--- src/design/sound_chip_timer_interrupt_unit_assert.svh ---
// assertion macros shared by the timer and interrupt unit
`ifndef SOUND_CHIP_TIMER_INTERRUPT_UNIT_ASSERT_SVH
`define SOUND_CHIP_TIMER_INTERRUPT_UNIT_ASSERT_SVH

`ifndef SYNTHESIS
// check that is off while reset is asserted
`define SCTIU_ASSERT(label, clk, rst_n, prop, msg) \
	label: assert property (@(posedge clk) disable iff (!rst_n) (prop)) else $error(msg);
// check that also holds during reset
`define SCTIU_ASSERT_ALWAYS(label, clk, prop, msg) \
	label: assert property (@(posedge clk) (prop)) else $error(msg);
`else
`define SCTIU_ASSERT(label, clk, rst_n, prop, msg)
`define SCTIU_ASSERT_ALWAYS(label, clk, prop, msg)
`endif

`endif

--- src/design/sctiu_pkg.sv ---
`default_nettype none

package sctiu_pkg;

	// timer count
	localparam int NUM_TIMERS = 3;
	localparam int TIMER_W = 16;
	localparam int TIMER_IRQ_BIT = 6;

	// interrupt bit vectors
	localparam int IRQ_W = 11;
	localparam int HOST_KEY_BIT = 5;
	localparam int LEVEL_REGS = 3;
	localparam int SAT_BIT = 7;

	localparam logic [IRQ_W-1:0] CPU_EN_RESET = 11'h040;
	localparam logic [7:0] LEVEL_IDLE = 8'hFF;

	// register offsets
	localparam logic [15:0] ADDR_TIMER0 = 16'h2890;
	localparam logic [15:0] TIMER_STRIDE = 16'h0004;
	localparam logic [15:0] ADDR_CPU_EN = 16'h289C;
	localparam logic [15:0] ADDR_CPU_PEND = 16'h28A0;
	localparam logic [15:0] ADDR_CPU_CLR = 16'h28A4;
	localparam logic [15:0] ADDR_LEVEL0 = 16'h28A8;
	localparam logic [15:0] ADDR_LEVEL1 = 16'h28AC;
	localparam logic [15:0] ADDR_LEVEL2 = 16'h28B0;
	localparam logic [15:0] ADDR_HOST_EN = 16'h28B4;
	localparam logic [15:0] ADDR_HOST_PEND = 16'h28B8;
	localparam logic [15:0] ADDR_HOST_CLR = 16'h28BC;
	localparam logic [15:0] ADDR_RESET = 16'h2C00;
	localparam logic [15:0] ADDR_REQ_LEVEL = 16'h2D00;
	localparam logic [15:0] ADDR_REQ_CLR = 16'h2D04;

	// kind of word on the request channel
	typedef enum logic [1:0] {
		REQ_READ  = 2'd0,
		REQ_WRITE = 2'd1,
		REQ_TICK  = 2'd2,
		REQ_NONE  = 2'd3
	} req_type_t;

	typedef struct packed {
		req_type_t   req_type;
		logic [15:0] address;
		logic [31:0] write_data;
	} req_t;

	typedef struct packed {
		logic [31:0] read_data;
		logic        cpu_irq_raise;
		logic        host_irq_raise;
		logic        host_irq_clear;
		logic        cpu_run;
	} result_t;

	// outcome of the sound cpu priority scan
	typedef struct packed {
		logic       found;
		logic [2:0] level;
	} scan_t;

endpackage

`default_nettype wire

--- src/design/sctiu_req_if.sv ---
`default_nettype none

interface sctiu_req_if import sctiu_pkg::*; ();
	logic        valid;
	logic        ready;
	logic [1:0]  req_type;
	logic [15:0] address;
	logic [31:0] write_data;

	modport source(output valid, req_type, address, write_data, input ready);
	modport sink(input valid, req_type, address, write_data, output ready);
endinterface

`default_nettype wire

--- src/design/sctiu_rsp_if.sv ---
`default_nettype none

interface sctiu_rsp_if import sctiu_pkg::*; ();
	logic        valid;
	logic        ready;
	logic [31:0] read_data;
	logic        cpu_irq_raise;
	logic        host_irq_raise;
	logic        host_irq_clear;
	logic        cpu_run;

	modport source(output valid, read_data, cpu_irq_raise, host_irq_raise,
		host_irq_clear, cpu_run, input ready);
	modport sink(input valid, read_data, cpu_irq_raise, host_irq_raise,
		host_irq_clear, cpu_run, output ready);
endinterface

`default_nettype wire

--- src/design/sctiu_cfg_if.sv ---
`default_nettype none

interface sctiu_cfg_if import sctiu_pkg::*; ();
	logic       valid;
	logic       ready;
	logic [1:0] cable_kind;

	modport source(output valid, cable_kind, input ready);
	modport sink(input valid, cable_kind, output ready);
endinterface

`default_nettype wire

--- src/design/sctiu_prio.sv ---
`default_nettype none

module sctiu_prio import sctiu_pkg::*; (
	input  logic [IRQ_W-1:0] active,
	input  logic [7:0]       level_bits [LEVEL_REGS],
	output scan_t            scan
);

	logic [7:0] mask;

	// highest active source, saturated at the top level bit
	always_comb begin
		mask = '0;
		if (|active[IRQ_W-1:SAT_BIT]) begin
			mask = 8'h80;
		end else begin
			for (int i = 0; i < SAT_BIT; i++) begin
				if (active[i]) begin
					mask = 8'(1 << i);
				end
			end
		end
	end

	// map mask through the level bit registers
	always_comb begin
		scan.found = |active;
		for (int k = 0; k < LEVEL_REGS; k++) begin
			scan.level[k] = |(level_bits[k] & mask);
		end
	end

endmodule

`default_nettype wire

--- src/design/sctiu_core.sv ---
`default_nettype none
`include "sound_chip_timer_interrupt_unit_assert.svh"

module sctiu_core import sctiu_pkg::*; (
	input  logic       clk,
	input  logic       arst_n,
	input  logic       exec,
	input  req_t       req,
	input  logic [1:0] cable_kind,
	output result_t    res
);

	logic [TIMER_W-1:0] timer_q [NUM_TIMERS];
	logic [TIMER_W-1:0] timer_d [NUM_TIMERS];
	logic [7:0]         level_q [LEVEL_REGS];
	logic [7:0]         level_d [LEVEL_REGS];
	logic [IRQ_W-1:0]   cpu_en_q, cpu_en_d;
	logic [IRQ_W-1:0]   cpu_pend_q, cpu_pend_d;
	logic [IRQ_W-1:0]   host_en_q, host_en_d;
	logic [IRQ_W-1:0]   host_pend_q, host_pend_d;
	logic [7:0]         req_level_q, req_level_d;
	logic [7:0]         reset_q, reset_d;

	logic [NUM_TIMERS-1:0] wrap;
	logic [IRQ_W-1:0]      tick_set;
	logic [IRQ_W-1:0]      cpu_pend_tick;
	logic [IRQ_W-1:0]      host_pend_tick;
	logic [IRQ_W-1:0]      host_pend_clr;
	logic [31:0]           rd_data;
	scan_t                 scan;

	// timer wrap detection and the pending bits it sets
	always_comb begin
		tick_set = '0;
		for (int i = 0; i < NUM_TIMERS; i++) begin
			wrap[i] = (timer_q[i][7:0] == 8'hFF);
			tick_set[TIMER_IRQ_BIT + i] = wrap[i];
		end
	end

	assign cpu_pend_tick  = cpu_pend_q | tick_set;
	assign host_pend_tick = host_pend_q | tick_set;
	assign host_pend_clr  = host_pend_q & ~req.write_data[IRQ_W-1:0];

	// priority scan on the pending bits as they stand after the tick
	sctiu_prio u_prio (
		.active    (cpu_pend_tick & cpu_en_q),
		.level_bits(level_q),
		.scan      (scan)
	);

	// register read mux
	always_comb begin
		case (req.address)
			ADDR_CPU_EN:    rd_data = 32'(cpu_en_q);
			ADDR_CPU_PEND:  rd_data = 32'(cpu_pend_q);
			ADDR_LEVEL0:    rd_data = 32'(level_q[0]);
			ADDR_LEVEL1:    rd_data = 32'(level_q[1]);
			ADDR_LEVEL2:    rd_data = 32'(level_q[2]);
			ADDR_HOST_EN:   rd_data = 32'(host_en_q);
			ADDR_HOST_PEND: rd_data = 32'(host_pend_q);
			ADDR_RESET:     rd_data = {22'd0, cable_kind, reset_q};
			ADDR_REQ_LEVEL: rd_data = 32'(req_level_q);
			default:        rd_data = '0;
		endcase
		for (int i = 0; i < NUM_TIMERS; i++) begin
			if (req.address == ADDR_TIMER0 + 16'(i) * TIMER_STRIDE) begin
				rd_data = 32'(timer_q[i]);
			end
		end
	end

	// execute one word against the register state
	always_comb begin
		timer_d     = timer_q;
		level_d     = level_q;
		cpu_en_d    = cpu_en_q;
		cpu_pend_d  = cpu_pend_q;
		host_en_d   = host_en_q;
		host_pend_d = host_pend_q;
		req_level_d = req_level_q;
		reset_d     = reset_q;
		res         = '0;
		case (req.req_type)
			REQ_READ: begin
				res.read_data = rd_data;
			end
			REQ_WRITE: begin
				for (int i = 0; i < NUM_TIMERS; i++) begin
					if (req.address == ADDR_TIMER0 + 16'(i) * TIMER_STRIDE) begin
						timer_d[i] = req.write_data[TIMER_W-1:0];
					end
				end
				case (req.address)
					ADDR_CPU_EN:   cpu_en_d = req.write_data[IRQ_W-1:0];
					ADDR_CPU_PEND: cpu_pend_d = req.write_data[IRQ_W-1:0];
					ADDR_CPU_CLR:  cpu_pend_d = cpu_pend_q & ~req.write_data[IRQ_W-1:0];
					ADDR_LEVEL0:   level_d[0] = req.write_data[7:0];
					ADDR_LEVEL1:   level_d[1] = req.write_data[7:0];
					ADDR_LEVEL2:   level_d[2] = req.write_data[7:0];
					ADDR_HOST_EN:  host_en_d = req.write_data[IRQ_W-1:0];
					ADDR_HOST_PEND: begin
						host_pend_d = req.write_data[IRQ_W-1:0];
						res.host_irq_raise = host_en_q[HOST_KEY_BIT] &
							req.write_data[HOST_KEY_BIT];
					end
					ADDR_HOST_CLR: begin
						host_pend_d = host_pend_clr;
						res.host_irq_clear = ~|(host_pend_clr & host_en_q);
					end
					ADDR_RESET:     reset_d = req.write_data[7:0];
					ADDR_REQ_LEVEL: req_level_d = req.write_data[7:0];
					ADDR_REQ_CLR: begin
						if (req.write_data[0]) begin
							req_level_d = LEVEL_IDLE;
						end
					end
					default: ;
				endcase
			end
			REQ_TICK: begin
				for (int i = 0; i < NUM_TIMERS; i++) begin
					timer_d[i] = {timer_q[i][TIMER_W-1:8], timer_q[i][7:0] + 8'd1};
				end
				cpu_pend_d  = cpu_pend_tick;
				host_pend_d = host_pend_tick;
				// interrupts are only looked at while no request is held
				if (req_level_q == LEVEL_IDLE) begin
					if (scan.found) begin
						req_level_d = {5'd0, scan.level};
						res.cpu_irq_raise = 1'b1;
					end
					res.host_irq_raise = |(host_pend_tick & host_en_q);
				end
			end
			default: ;
		endcase
		res.cpu_run = ~reset_d[0];
	end

	// state registers
	always_ff @(posedge clk or negedge arst_n) begin
		if (!arst_n) begin
			for (int i = 0; i < NUM_TIMERS; i++) begin
				timer_q[i] <= '0;
			end
			for (int k = 0; k < LEVEL_REGS; k++) begin
				level_q[k] <= '0;
			end
			cpu_en_q    <= CPU_EN_RESET;
			cpu_pend_q  <= '0;
			host_en_q   <= '0;
			host_pend_q <= '0;
			req_level_q <= LEVEL_IDLE;
			reset_q     <= '0;
		end else if (exec) begin
			timer_q     <= timer_d;
			level_q     <= level_d;
			cpu_en_q    <= cpu_en_d;
			cpu_pend_q  <= cpu_pend_d;
			host_en_q   <= host_en_d;
			host_pend_q <= host_pend_d;
			req_level_q <= req_level_d;
			reset_q     <= reset_d;
		end
	end

	`SCTIU_ASSERT(a_raise_holds_level, clk, arst_n, exec && res.cpu_irq_raise |=> req_level_q != LEVEL_IDLE, "cpu interrupt raised but request level left idle")
	`SCTIU_ASSERT(a_clear_leaves_none, clk, arst_n, exec && res.host_irq_clear |=> (host_pend_q & host_en_q) == '0, "host clear pulsed with an enabled pending bit left")
	`SCTIU_ASSERT(a_read_data_only_on_read, clk, arst_n, res.read_data != '0 |-> req.req_type == REQ_READ, "read data driven on a word that is not a read")

endmodule

`default_nettype wire

--- src/design/sound_chip_timer_interrupt_unit.sv ---
// Timer and interrupt unit of a sound processor: three sample timers, sound
// cpu and host pending/enable registers, level mapping and a request level
// register, all reached through one request channel (read, write or tick).
// Every request word gives exactly one response word. Words are taken one
// per clock cycle unless a stalled response backs up into a full input
// register; a request passes through the input register, then the response
// register, before its response is presented. The input side keeps taking
// words while a finished response waits on a stalled output as long as the
// input register is free. The cable kind register is written through its
// own channel, which is always ready.
`default_nettype none
`include "sound_chip_timer_interrupt_unit_assert.svh"

module sound_chip_timer_interrupt_unit import sctiu_pkg::*; (
	input  logic        clk,
	input  logic        arst_n,
	sctiu_cfg_if.sink   cfg,
	sctiu_req_if.sink   req,
	sctiu_rsp_if.source rsp
);

	logic       req_valid_s1;
	req_t       req_s1;
	logic       rsp_valid_s2;
	result_t    rsp_s2;
	logic [1:0] cable_kind_q;
	logic       advance;
	logic       req_take;
	result_t    core_res;

	// handshake: execute when the output register is free or draining
	assign advance   = req_valid_s1 && (!rsp_valid_s2 || rsp.ready);
	assign req.ready = !req_valid_s1 || advance;
	assign req_take  = req.valid && req.ready;
	assign cfg.ready = 1'b1;

	// cable kind register
	always_ff @(posedge clk or negedge arst_n) begin
		if (!arst_n) begin
			cable_kind_q <= '0;
		end else if (cfg.valid && cfg.ready) begin
			cable_kind_q <= cfg.cable_kind;
		end
	end

	// input register
	always_ff @(posedge clk or negedge arst_n) begin
		if (!arst_n) begin
			req_valid_s1 <= 1'b0;
		end else if (req_take) begin
			req_valid_s1 <= 1'b1;
		end else if (advance) begin
			req_valid_s1 <= 1'b0;
		end
	end

	always_ff @(posedge clk) begin
		if (req_take) begin
			req_s1 <= '{req_type: req_type_t'(req.req_type), address: req.address,
				write_data: req.write_data};
		end
	end

	sctiu_core u_core (
		.clk       (clk),
		.arst_n    (arst_n),
		.exec      (advance),
		.req       (req_s1),
		.cable_kind(cable_kind_q),
		.res       (core_res)
	);

	// response register
	always_ff @(posedge clk or negedge arst_n) begin
		if (!arst_n) begin
			rsp_valid_s2 <= 1'b0;
		end else if (advance) begin
			rsp_valid_s2 <= 1'b1;
		end else if (rsp.ready) begin
			rsp_valid_s2 <= 1'b0;
		end
	end

	always_ff @(posedge clk) begin
		if (advance) begin
			rsp_s2 <= core_res;
		end
	end

	assign rsp.valid          = rsp_valid_s2;
	assign rsp.read_data      = rsp_s2.read_data;
	assign rsp.cpu_irq_raise  = rsp_s2.cpu_irq_raise;
	assign rsp.host_irq_raise = rsp_s2.host_irq_raise;
	assign rsp.host_irq_clear = rsp_s2.host_irq_clear;
	assign rsp.cpu_run        = rsp_s2.cpu_run;

	`SCTIU_ASSERT(a_take_fills_input, clk, arst_n, req_take |=> req_valid_s1, "accepted word did not reach the input register")
	`SCTIU_ASSERT(a_exec_fills_output, clk, arst_n, advance |=> rsp_valid_s2, "executed word produced no response")
	`SCTIU_ASSERT(a_rsp_held, clk, arst_n, rsp_valid_s2 && !rsp.ready |=> rsp_valid_s2 && $stable(rsp_s2), "stalled response changed")

endmodule

`default_nettype wire
--- src/flat_wrapper.sv ---
// flat-port wrapper written by rule: the top's interface ports become plain ports
module sound_chip_timer_interrupt_unit_flat import sctiu_pkg::*;
  (clk, arst_n, cfg_valid, cfg_cable_kind, cfg_ready, req_valid, req_req_type, req_address, req_write_data, req_ready, rsp_valid, rsp_read_data, rsp_cpu_irq_raise, rsp_host_irq_raise, rsp_host_irq_clear, rsp_cpu_run, rsp_ready);
  sctiu_cfg_if cfg_i ();
  sctiu_req_if req_i ();
  sctiu_rsp_if rsp_i ();
  input  logic clk;
  input  logic arst_n;
  input wire logic [$bits(cfg_i.valid)-1:0] cfg_valid;
  input wire logic [$bits(cfg_i.cable_kind)-1:0] cfg_cable_kind;
  output wire logic [$bits(cfg_i.ready)-1:0] cfg_ready;
  input wire logic [$bits(req_i.valid)-1:0] req_valid;
  input wire logic [$bits(req_i.req_type)-1:0] req_req_type;
  input wire logic [$bits(req_i.address)-1:0] req_address;
  input wire logic [$bits(req_i.write_data)-1:0] req_write_data;
  output wire logic [$bits(req_i.ready)-1:0] req_ready;
  output wire logic [$bits(rsp_i.valid)-1:0] rsp_valid;
  output wire logic [$bits(rsp_i.read_data)-1:0] rsp_read_data;
  output wire logic [$bits(rsp_i.cpu_irq_raise)-1:0] rsp_cpu_irq_raise;
  output wire logic [$bits(rsp_i.host_irq_raise)-1:0] rsp_host_irq_raise;
  output wire logic [$bits(rsp_i.host_irq_clear)-1:0] rsp_host_irq_clear;
  output wire logic [$bits(rsp_i.cpu_run)-1:0] rsp_cpu_run;
  input wire logic [$bits(rsp_i.ready)-1:0] rsp_ready;
  assign cfg_i.valid = cfg_valid;
  assign cfg_i.cable_kind = cfg_cable_kind;
  assign cfg_ready = cfg_i.ready;
  assign req_i.valid = req_valid;
  assign req_i.req_type = req_req_type;
  assign req_i.address = req_address;
  assign req_i.write_data = req_write_data;
  assign req_ready = req_i.ready;
  assign rsp_valid = rsp_i.valid;
  assign rsp_read_data = rsp_i.read_data;
  assign rsp_cpu_irq_raise = rsp_i.cpu_irq_raise;
  assign rsp_host_irq_raise = rsp_i.host_irq_raise;
  assign rsp_host_irq_clear = rsp_i.host_irq_clear;
  assign rsp_cpu_run = rsp_i.cpu_run;
  assign rsp_i.ready = rsp_ready;
  sound_chip_timer_interrupt_unit u_core (.clk(clk), .arst_n(arst_n), .cfg(cfg_i), .req(req_i), .rsp(rsp_i));
endmodule
--- config.mk ---
export PLATFORM = sky130hd
export DESIGN_NAME = sound_chip_timer_interrupt_unit_flat
export DESIGN_NICKNAME = d
export VERILOG_FILES = /design/src/design/sctiu_pkg.sv /design/src/design/sctiu_req_if.sv /design/src/design/sctiu_rsp_if.sv /design/src/design/sctiu_cfg_if.sv /design/src/design/sctiu_prio.sv /design/src/design/sctiu_core.sv /design/src/design/sound_chip_timer_interrupt_unit.sv /design/src/flat_wrapper.sv
export VERILOG_INCLUDE_DIRS = /design/src /design/src/design
export SDC_FILE = /design/constraint.sdc
export NUM_CORES = 1
export LEC_CHECK = 0
export BUFFER_PORTS_ARGS = -buffer_cell sky130_fd_sc_hd__buf_2
export CORE_MARGIN = 10
export CORE_UTILIZATION = 25
export DETAILED_ROUTE_END_ITERATION = 10
export PLACE_DENSITY = 0.46
export SLEW_MARGIN = 20
export SYNTH_ARGS = -nofsm -noshare
export SYNTH_HDL_FRONTEND = slang
export SYNTH_HIERARCHICAL = 1
export SYNTH_SLANG_ARGS = --single-unit
--- constraint.sdc ---
create_clock -name clk -period 3.96 [get_ports clk]
set_input_delay 0.396 -clock clk [delete_from_list [all_inputs] [get_ports clk]]
set_output_delay 0.396 -clock clk [all_outputs]
set_load 0.05 [all_outputs]
Yosys cells after proc, flatten, opt, wreduce, memory -nomap -nowiden
Index checks and enable logic that the tools add are counted.
- $add $sub $neg: 3
- $mul: 0
- div/mod/pow operators: 0
- $lt $le $gt $ge: 0
- equal/unequal tests: 30
- shift-type cells: 0
- mux-type cells: 35
- bitwise logic cells: 15
- reductions and logical operators: 36
- operators by type and width (operator ; number):
    $eq 16x14->1 const B ; 15
    $pmux 11 s9 ; 1
    $mux 16 ; 6
    $pmux 48 s2 ; 1
    $pmux 11 s2 ; 4
    $and 11x11->11 ; 5
    $reduce_and 3->1 ; 11
    $reduce_or 11->1 ; 3
    $eq 8x8->1 const B ; 4
    $mux 8 ; 4
    $pmux 8 s2 ; 2
    $add 8x1->8 const B ; 3
    $and 8x8->8 ; 3
    $reduce_or 8->1 ; 3
    $or 11x9->11 ; 2
    $reduce_and 4->1 ; 3
    $not 11->11 ; 1
    $mux 1 ; 10
    $ne 2x2->1 const B ; 5
    $ne 3x1->1 const B ; 3
    $reduce_or 4->1 ; 2
    $mux 7 ; 1
    $mux 6 ; 1
    $reduce_and 6->1 ; 1
    other kinds (16) ; 25
- register bits after elaboration: 206
- latch bits: 0
- bits in writable memories: 0
- memory bits (read-only): 0
- bits of input ports: 57
- output and inout port bits: 39
- word-level logic and storage cells: 147
- memories: 0

Logic depth before layout (Yosys ltp)
Gate-level depths: netlist of the first run.
- depth after elaboration: 16
- gate-level depth with buffers: 10
- mapped depth without buffers: 10

Hierarchy
The synthesis of the first run kept the hierarchy.
- by module, submodules not included (module ; times used ; cells an instance ; area each (sq um) ; sequential area each (sq um)):
    sctiu_core ; 1 ; 775 ; 7632.3 ; 3314.4
    sound_chip_timer_interrupt_unit ; 1 ; 100 ; 2770.2 ; 2682.6
    sctiu_prio ; 1 ; 42 ; 242.7 ; 0.0

Worst setup path before layout of the first run
Ideal clock, no wire load.
- path type: register to register
- start: reg u_core.rsp_valid_s2 (netlist: u_core/rsp.valid)
- end: reg u_core.u_core.cpu_en_q[0]
- setup time: 0.125 ns
- data arrival time: 3.177 ns
- data required time: 3.835 ns
- slack: 0.658 ns
- cell stages (with the launch flop): 9
- path buffers: 2
- clock period less this slack: 3.302 ns
- path through: dfrtp_1 nand2b_1 and2_1 inv_1 nor2_1 clkbuf_1 and2_1 buf_2 mux2_2
- cells in the longest elaborated chain, start to end: 4
- RTL lines (what ; line ; RTL):
    start: declaration ; sound_chip_timer_interrupt_unit.sv:24 ; logic rsp_valid_s2;
    start signal: assignment ; sound_chip_timer_interrupt_unit.sv:76 ; rsp_valid_s2 <= 1'b0;
    start signal: assignment ; sound_chip_timer_interrupt_unit.sv:78 ; rsp_valid_s2 <= 1'b1;
    start signal: assignment ; sound_chip_timer_interrupt_unit.sv:80 ; rsp_valid_s2 <= 1'b0;
    $logic_not 1->1 ; sound_chip_timer_interrupt_unit.sv:32 ; assign advance = req_valid_s1 && (!rsp_valid_s2 || rsp.ready);
    $logic_or 1x1->1 ; sound_chip_timer_interrupt_unit.sv:32 ;
    $logic_and 1x1->1 ; sound_chip_timer_interrupt_unit.sv:32 ;
    via u_core.advance ; sound_chip_timer_interrupt_unit.sv:27 ; logic advance;
    $reduce_and 3->1 (no source line) ; - ;
    end signal: assignment ; sctiu_core.sv:159 ; cpu_en_q <= cpu_en_d;
    end: declaration ; sctiu_core.sv:17 ; logic [IRQ_W-1:0] cpu_en_q, cpu_en_d;
The timed path passes the listed nets, and every way through them passes these cells.
A chain may end at the register's enable or synchronous reset.

Final worst setup path of the first run
- start: reg u_core/req_s1[37] (netlist bit)
- end: reg u_core.rsp_s2 (netlist bit u_core/rsp.read_data[7]), data pin
- cells in the longest elaborated chain, start to end: 5
- elaborated cells between the ends (all ways): 16
- classes of those cells: eq/ne (12); mux (4)
- RTL lines (what ; line ; RTL):
    start: declaration ; sound_chip_timer_interrupt_unit.sv:23 ; req_t req_s1;
    start signal: assignment ; sound_chip_timer_interrupt_unit.sv:59 ; req_s1 <= '{req_type: req_type_t'(req.req_type), address: req.address,
    $eq 16x14->1 ; sctiu_core.sv:54 ; case (req.address)
    $pmux 11 s9 ; sctiu_core.sv:54 ;
    $mux 16 (2 in a row) ; sctiu_core.sv:67 ; if (req.address == ADDR_TIMER0 + 16'(i) * TIMER_STRIDE) begin
    $mux 16 * ; sctiu_core.sv:67 ;
    end signal: assignment ; sound_chip_timer_interrupt_unit.sv:86 ; rsp_s2 <= core_res;
    end: declaration ; sound_chip_timer_interrupt_unit.sv:25 ; result_t rsp_s2;
Every way passes the cells marked *; elsewhere a longest branch is shown, timed or not.

==> metrics.yaml, run 1 <==
run_status:
  status: "complete, but fails checks"
  violations: "hold timing"
setup_path:
  cpPeakStageDelay_ns: 0.89
  worstPathCellList: "nand4bb_1 > nor4_2 > nand2_1 > o21ai_0 > a31oi_1"
  start_kind: "flop"
  reg2reg_slack_ns: 0.79
  cp.arrival_ns: 3.42
  required_ns: 4.21
  path_max_fanout: 11
  crit_type: "flop to flop"
  crit_path_top_delay_cell: "nor4_2"
  endpoint_kind: "flop"
placed_design:
  gp_congestion: 0.955
  hpwl_mm: 24.5
  place_area_um2: 11100
  pre_cts_ws_ns: 0.942
  port_buffers: 78
detailed_routing:
  drtIter0Drc: 858
  routed-wl-met3_mm: 2.43
  ant_nets: 0
  routed_wl_mm: 35.1
  drc: 0
  vias: 7898
  topRoutingLayerUsed: "met4"
  wl_met1_mm: 16.6
  wl_met2_mm: 14.8
  firstDrtPassIters: 5
  via_per_inst: 5.18
  wire_per_inst_um: 23.0
global_routing:
  grt_pass1_wl_mm: 52.5
  antenna_found_initial: 0
  grt_max_degree: 92
  grt_use_total_pct: 13.7
  grt_pass1_vias: 7925
  overflow: 0
cts:
  insertion_delay_ns: 0.54
  htree_levels: 1
  cts_resized: 0
  clkTransAtPathRegs_ns: 0.06
  cts_buffer_depth: 3
  cts_buffers: 26
  post_cts_buffers: 0
  cts.sinks: 206
  cts_tree: "built"
  root_buffer: "clkbuf_16"
  postCtsHoldBufs: 0
timing:
  final_max_slew_viol_count: 0
  fin_tns_setup_ns: 0
  fin_crit_sh_pct: 80.0
  clock_skew_ns: 0.0100
  period_needed_ns: 3.17
  holdWs_ns: -0.0415
  setup_viol: 0
  slew_headroom_pct: 33.5
  finalWorstSetupSlack_ns: 0.791
  worst_pin_slew_ns: 0.990
  hold_violations: 55
  rsz0062_at_grt: "no"
  max_freq_mhz: 316
cells_and_area:
  fin_nets: 1042
  n_fill_cell: 4161
  drive_gt1_share_pct: 24.9
  fin_area_um2: 12000
  area_growth_pct: 17.8
run:
  maxCapViolCount: 0
die:
  fp.dieH_um: 222
  die_area_um2: 49100
  pin_count: 96
  core_area_um2: 40000
  start_util_pct: 25.4
  row_count: 73
  die_w_um: 222
logic_synthesis:
  synth_warnings: 6
  synthCells: 901
  synth_area_um2: 10200
  avgSynthCellArea_um2: 11.3
worst_hold_path:
  hp-class: "input port to async pin"
pwr:
  p_leak_nw: 4.80
  p_per_area_nw_per_um2: 476
  ir_drop_uv: 273
[per-stage QoR]
stage	total power (W)	utilization, %	instances
2_1_floorplan	0.00307	-	916
3_3_place_gp	0.00335	27.8	1476
3_5_place_dp	0.00336	27.8	1476
4_1_cts	0.00577	29.9	1524
5_1_grt	0.00594	29.9	1524
6_report	0.00570	29.9	1525
[placed cells by master (no fill, tap or decap), types with 10 or more instances in the layout]
cell type	n
and3_1	10
dfrtp_1	127
nor3_1	12
nand2_1	81
nand2b_1	10
a21oi_1	23
a222oi_1	15
inv_1	17
o22ai_1	11
o21ai_0	84
a22oi_1	17
nor2_1	41
nand4_1	12
buf_4	27
a31oi_1	19
clkbuf_16	27
edfxtp_1	70
and2_1	18
nand3_1	18
mux2_2	60
a22o_1	16
conb_1	17
buf_2	77
[worst paths after layout]
check,depth (start not counted),to,startpoint
min in group clk,1,u_core/req_s1[43],req_address[11]
max in group asynchronous,2,u_core/u_core/req_level_q[6],arst_n
worst min register to register,2,u_core/u_core/timer_q[13],u_core/u_core/timer_q[13]
worst max register to register,5,u_core/rsp.read_data[7],u_core/req_s1[37]
worst max-delay path,5,u_core/rsp.read_data[7],u_core/req_s1[37]
worst min-delay path,1,u_core/u_core/timer_q[45],arst_n
[report_power, final]
group	internal, W	switching, W
Sequential	0.00244	0.000275
Clock	0.00143	0.000944
Combinational	0.000224	0.000382
[layout make-up]
| class | count | area [um2] | share of cell area (%) |
|---|---|---|---|
| Antenna cell | 1 | 2.50 | 0.0209 |
| Clock buffer | 37 | 743 | 6.20 |
| Clock inverter | 11 | 106 | 0.888 |
| Inverter | 17 | 63.8 | 0.533 |
| Multi-Input combinational cell | 623 | 4290 | 35.8 |
| Sequential cell | 206 | 5520 | 46.1 |
| Tap cell | 525 | 657 | 5.48 |
| Timing Repair Buffer | 105 | 599 | 5.00 |
[registers in the layout (all words and copies together), names as in the netlist, 2 cells and up]
register	flops
u_core/u_core/host_en_q	11
u_core/u_core/level_q	24
u_core/u_core/reset_q	8
u_core/cable_kind_q	2
u_core/rsp.read_data	32
u_core/u_core/host_pend_q	11
u_core/u_core/cpu_en_q	11
u_core/u_core/cpu_pend_q	11
u_core/u_core/req_level_q	8
u_core/u_core/timer_q	48
u_core/req_s1	34
[critical path, delay by kind of cell, from the launching register on]
kind	cells	cell delay, ns
AO/OA/AOI/OAI	2	0.54
flip-flops	1	0.44
AND/OR/NAND/NOR	3	1.91
[layer usage]
| layer | up-vias | GRT usage (%) |
|---|---|---|
| met2 | 307 | 19.7 |
| met3 | 57 | 2.98 |
| li1 | 3576 | - |
| met1 | 3958 | 19.5 |
| met4 | 0 | 5.31 |
| met5 | - | 0 |
(Power assumes the default switching activity.)
==> run 2: changes to the inputs <==
- PLACE_DENSITY: 0.46 -> 0.48
- clock period: 3.96 -> 2.9 ns (I/O delays scaled with it)
==> run 2 against run 1 <==
  * The run now ends clean
  * Sequential share of layout area decreased by 2.3 points
  * Register-to-register slack worse by 0.59 ns
  * Worst setup slack worse by 0.59 ns
  * First-iteration DRC count decreased by 16%
  * Flip-flop and latch count stayed put
  * Sequential power increased by 35%
  * Via count grew 3.0%
  * Clock power grew 31%
  * Highest routed layer unchanged
==> metrics.yaml, run 2 (synthesized netlist as in run 1, its figures left out) <==
run_status:
  status: "complete, no violations"  # was complete, but fails checks
placed_design:
  port_buffers: 78  # unchanged
  hpwl_mm: 25.4  # was 24.5 mm
  place_area_um2: 11400  # was 11100 um2
  gp_congestion: 0.891  # was 0.955
  dp.cells: 1510  # was 1476
timing:
  fin_crit_sh_pct: 93.2  # was 80.0%
  setup_viol: 0  # unchanged
  final_max_slew_viol_count: 0  # unchanged
  hold_violations: 0  # was 55
  rsz0062_at_grt: "no"  # unchanged
  worst_pin_slew_ns: 0.911  # was 0.990 ns
  clock_skew_ns: 0.0179  # was 0.0100 ns
  max_freq_mhz: 370  # was 316 MHz
  slew_headroom_pct: 39.3  # was 33.5%
  fin_tns_setup_ns: 0  # unchanged
  period_needed_ns: 2.70  # was 3.17 ns
detailed_routing:
  ant_nets: 0  # unchanged
  drtIter0Drc: 724  # was 858
  wire_per_inst_um: 22.3  # was 23.0 um
  drc: 0  # unchanged
  via_per_inst: 5.11  # was 5.18
  firstDrtPassIters: 6  # was 5
  routed_wl_mm: 35.6  # was 35.1 mm
  vias: 8134  # was 7898
pwr:
  p_per_area_nw_per_um2: 612  # was 476 nW/um2
  ir_drop_uv: 308  # was 273 uV
  p_leak_nw: 5.10  # was 4.80 nW
  p_total_w: 0.00771  # was 0.00570 W
setup_path:
  crit_type: "flop to flop"  # unchanged
  rr_worst_depth: 10  # was 5
  crit_path_top_delay_cell: "dfrtp_1"  # was nor4_2
  start_kind: "flop"  # unchanged
  cp.arrival_ns: 3.16  # was 3.42 ns
  endpoint_kind: "flop"  # unchanged
  crit_family: "simple AND/OR/NAND/NOR gates"  # unchanged
  reg2reg_slack_ns: 0.20  # was 0.79 ns
  path_depth: 10  # was 5
  path_max_fanout: 7  # was 11
  path_buf_inv: 1  # was 0
  reg2reg_from: "u_core/u_core/timer_q[16]"  # was u_core/req_s1[37]
  r2r_end: "u_core/u_core/req_level_q[1]"  # was u_core/rsp.read_data[7]
  cpPeakStageDelay_ns: 0.43  # was 0.89 ns
  worstPathCellList: "ha_1 > nand4_1 > nor2_1 > o21a_1 > nor4_2 > buf_4 > nand4b_1 > a21o_1 > nand4_2 > mux2_2"  # was nand4bb_1 > nor4_2 > nand2_1 > o21ai_0 > a31oi_1
  required_ns: 3.35  # was 4.21 ns
cts:
  cts_buffer_depth: 3  # unchanged
  root_buffer: "clkbuf_16"  # unchanged
  post_cts_buffers: 0  # unchanged
  htree_levels: 1  # unchanged
  insertion_delay_ns: 0.54  # about the same
  clkTransAtPathRegs_ns: 0.06  # about the same
  cts_resized: 0  # unchanged
  cts.sinks: 206  # unchanged
  cts_buffers: 24  # was 26
  cts_tree: "built"  # unchanged
die:
  fp.dieH_um: 222  # unchanged
  row_count: 73  # unchanged
  core_area_um2: 40000  # unchanged
  start_util_pct: 25.4  # unchanged
  die_area_um2: 49100  # unchanged
  pin_count: 96  # unchanged
  die_w_um: 222  # unchanged
worst_hold_path:
  min_to: "u_core/cable_kind_q[0]"
  holdPathStages: 2
  hp-start: "cfg_valid"
  hp-class: "input port to flop"  # was input port to async pin
run:
  maxCapViolCount: 0  # unchanged
cells_and_area:
  largest_reg_flops: 48  # unchanged
  antenna_cells: 0  # was 1
  drive_gt1_share_pct: 26.0  # was 24.9%
  layout_commonest_cell: "dfrtp_1"  # unchanged
  area_growth_pct: 24.0  # was 17.8%
  regMostFlops: "u_core/u_core/timer_q"  # unchanged
  final_cell_mix: "dfrtp_1, o21ai_0, nand2_1, buf_2, edfxtp_1"  # unchanged
  fin_cells: 1593  # was 1525
  fin_nets: 1113  # was 1042
  fin_area_um2: 12600  # was 12000 um2
  postLayoutCoreUtil_pct: 31.5  # was 29.9%
global_routing:
  grt_pass1_wl_mm: 54.0  # was 52.5 mm
  grt_max_degree: 68  # was 92
  grt_pass1_vias: 8288  # was 7925
  overflow: 0  # unchanged
  grt_use_total_pct: 14.0  # was 13.7%
  antenna_found_initial: 0  # unchanged
-- run 2: repair_timing --
action	in CTS	in global routing
endpoints found under the setup margin	0	0
hold buffers	39	0
hold endpoints to repair	100	0
-- run 2: through the flow --
step           hold WS (ns)  worst slack [ns]
5_1_grt              0.0201            0.0744
3_3_place_gp          0.366             0.227
3_5_place_dp          0.369             0.242
4_1_cts             0.00499             0.225
2_1_floorplan      -0.00559            0.0556
6_report             0.0300             0.198
-- run 2: final cells by class --
| class | instances | area [um2] |
|---|---|---|
| multi-input combinational | 623 | 4280 |
| tap | 525 | 657 |
| timing repair buffer | 178 | 1280 |
| fill | 4130 | 27400 |
| clock inverter | 14 | 126 |
| clock buffer | 30 | 676 |
| inverter | 17 | 63.8 |
| sequential | 206 | 5520 |
-- run 2: report_power, final --
group          total, W  switching [W]  internal [W]  leakage, nW
sequential      0.00367       0.000338       0.00333         2.47
clock           0.00310        0.00127       0.00183        0.386
combinational  0.000940       0.000574      0.000366         2.25
total           0.00771        0.00218       0.00553         5.10
-- run 2: how the worst max path moves through the flow --
stage                                    startpoint                            to  slack [ns]
after global routing      u_core/u_core/timer_q[16]  u_core/u_core/req_level_q[1]        0.07
after floorplan                    u_core/rsp.valid     u_core/u_core/cpu_en_q[0]        0.06
after global placement    u_core/u_core/timer_q[32]  u_core/u_core/req_level_q[2]        0.23
after CTS                 u_core/u_core/timer_q[32]  u_core/u_core/req_level_q[2]        0.22
final                     u_core/u_core/timer_q[16]  u_core/u_core/req_level_q[1]        0.20
after detailed placement  u_core/u_core/timer_q[32]  u_core/u_core/req_level_q[2]        0.24
-- run 2: per-layer routing --
layer  up-vias  global-route usage, %  share of wire, %
li1       3723                      -                 -
met4         0                   4.15               3.0
met2       290                   21.3                44
met5         -                      0                 0
met1      4062                   19.4                46
met3        59                   2.94               6.9
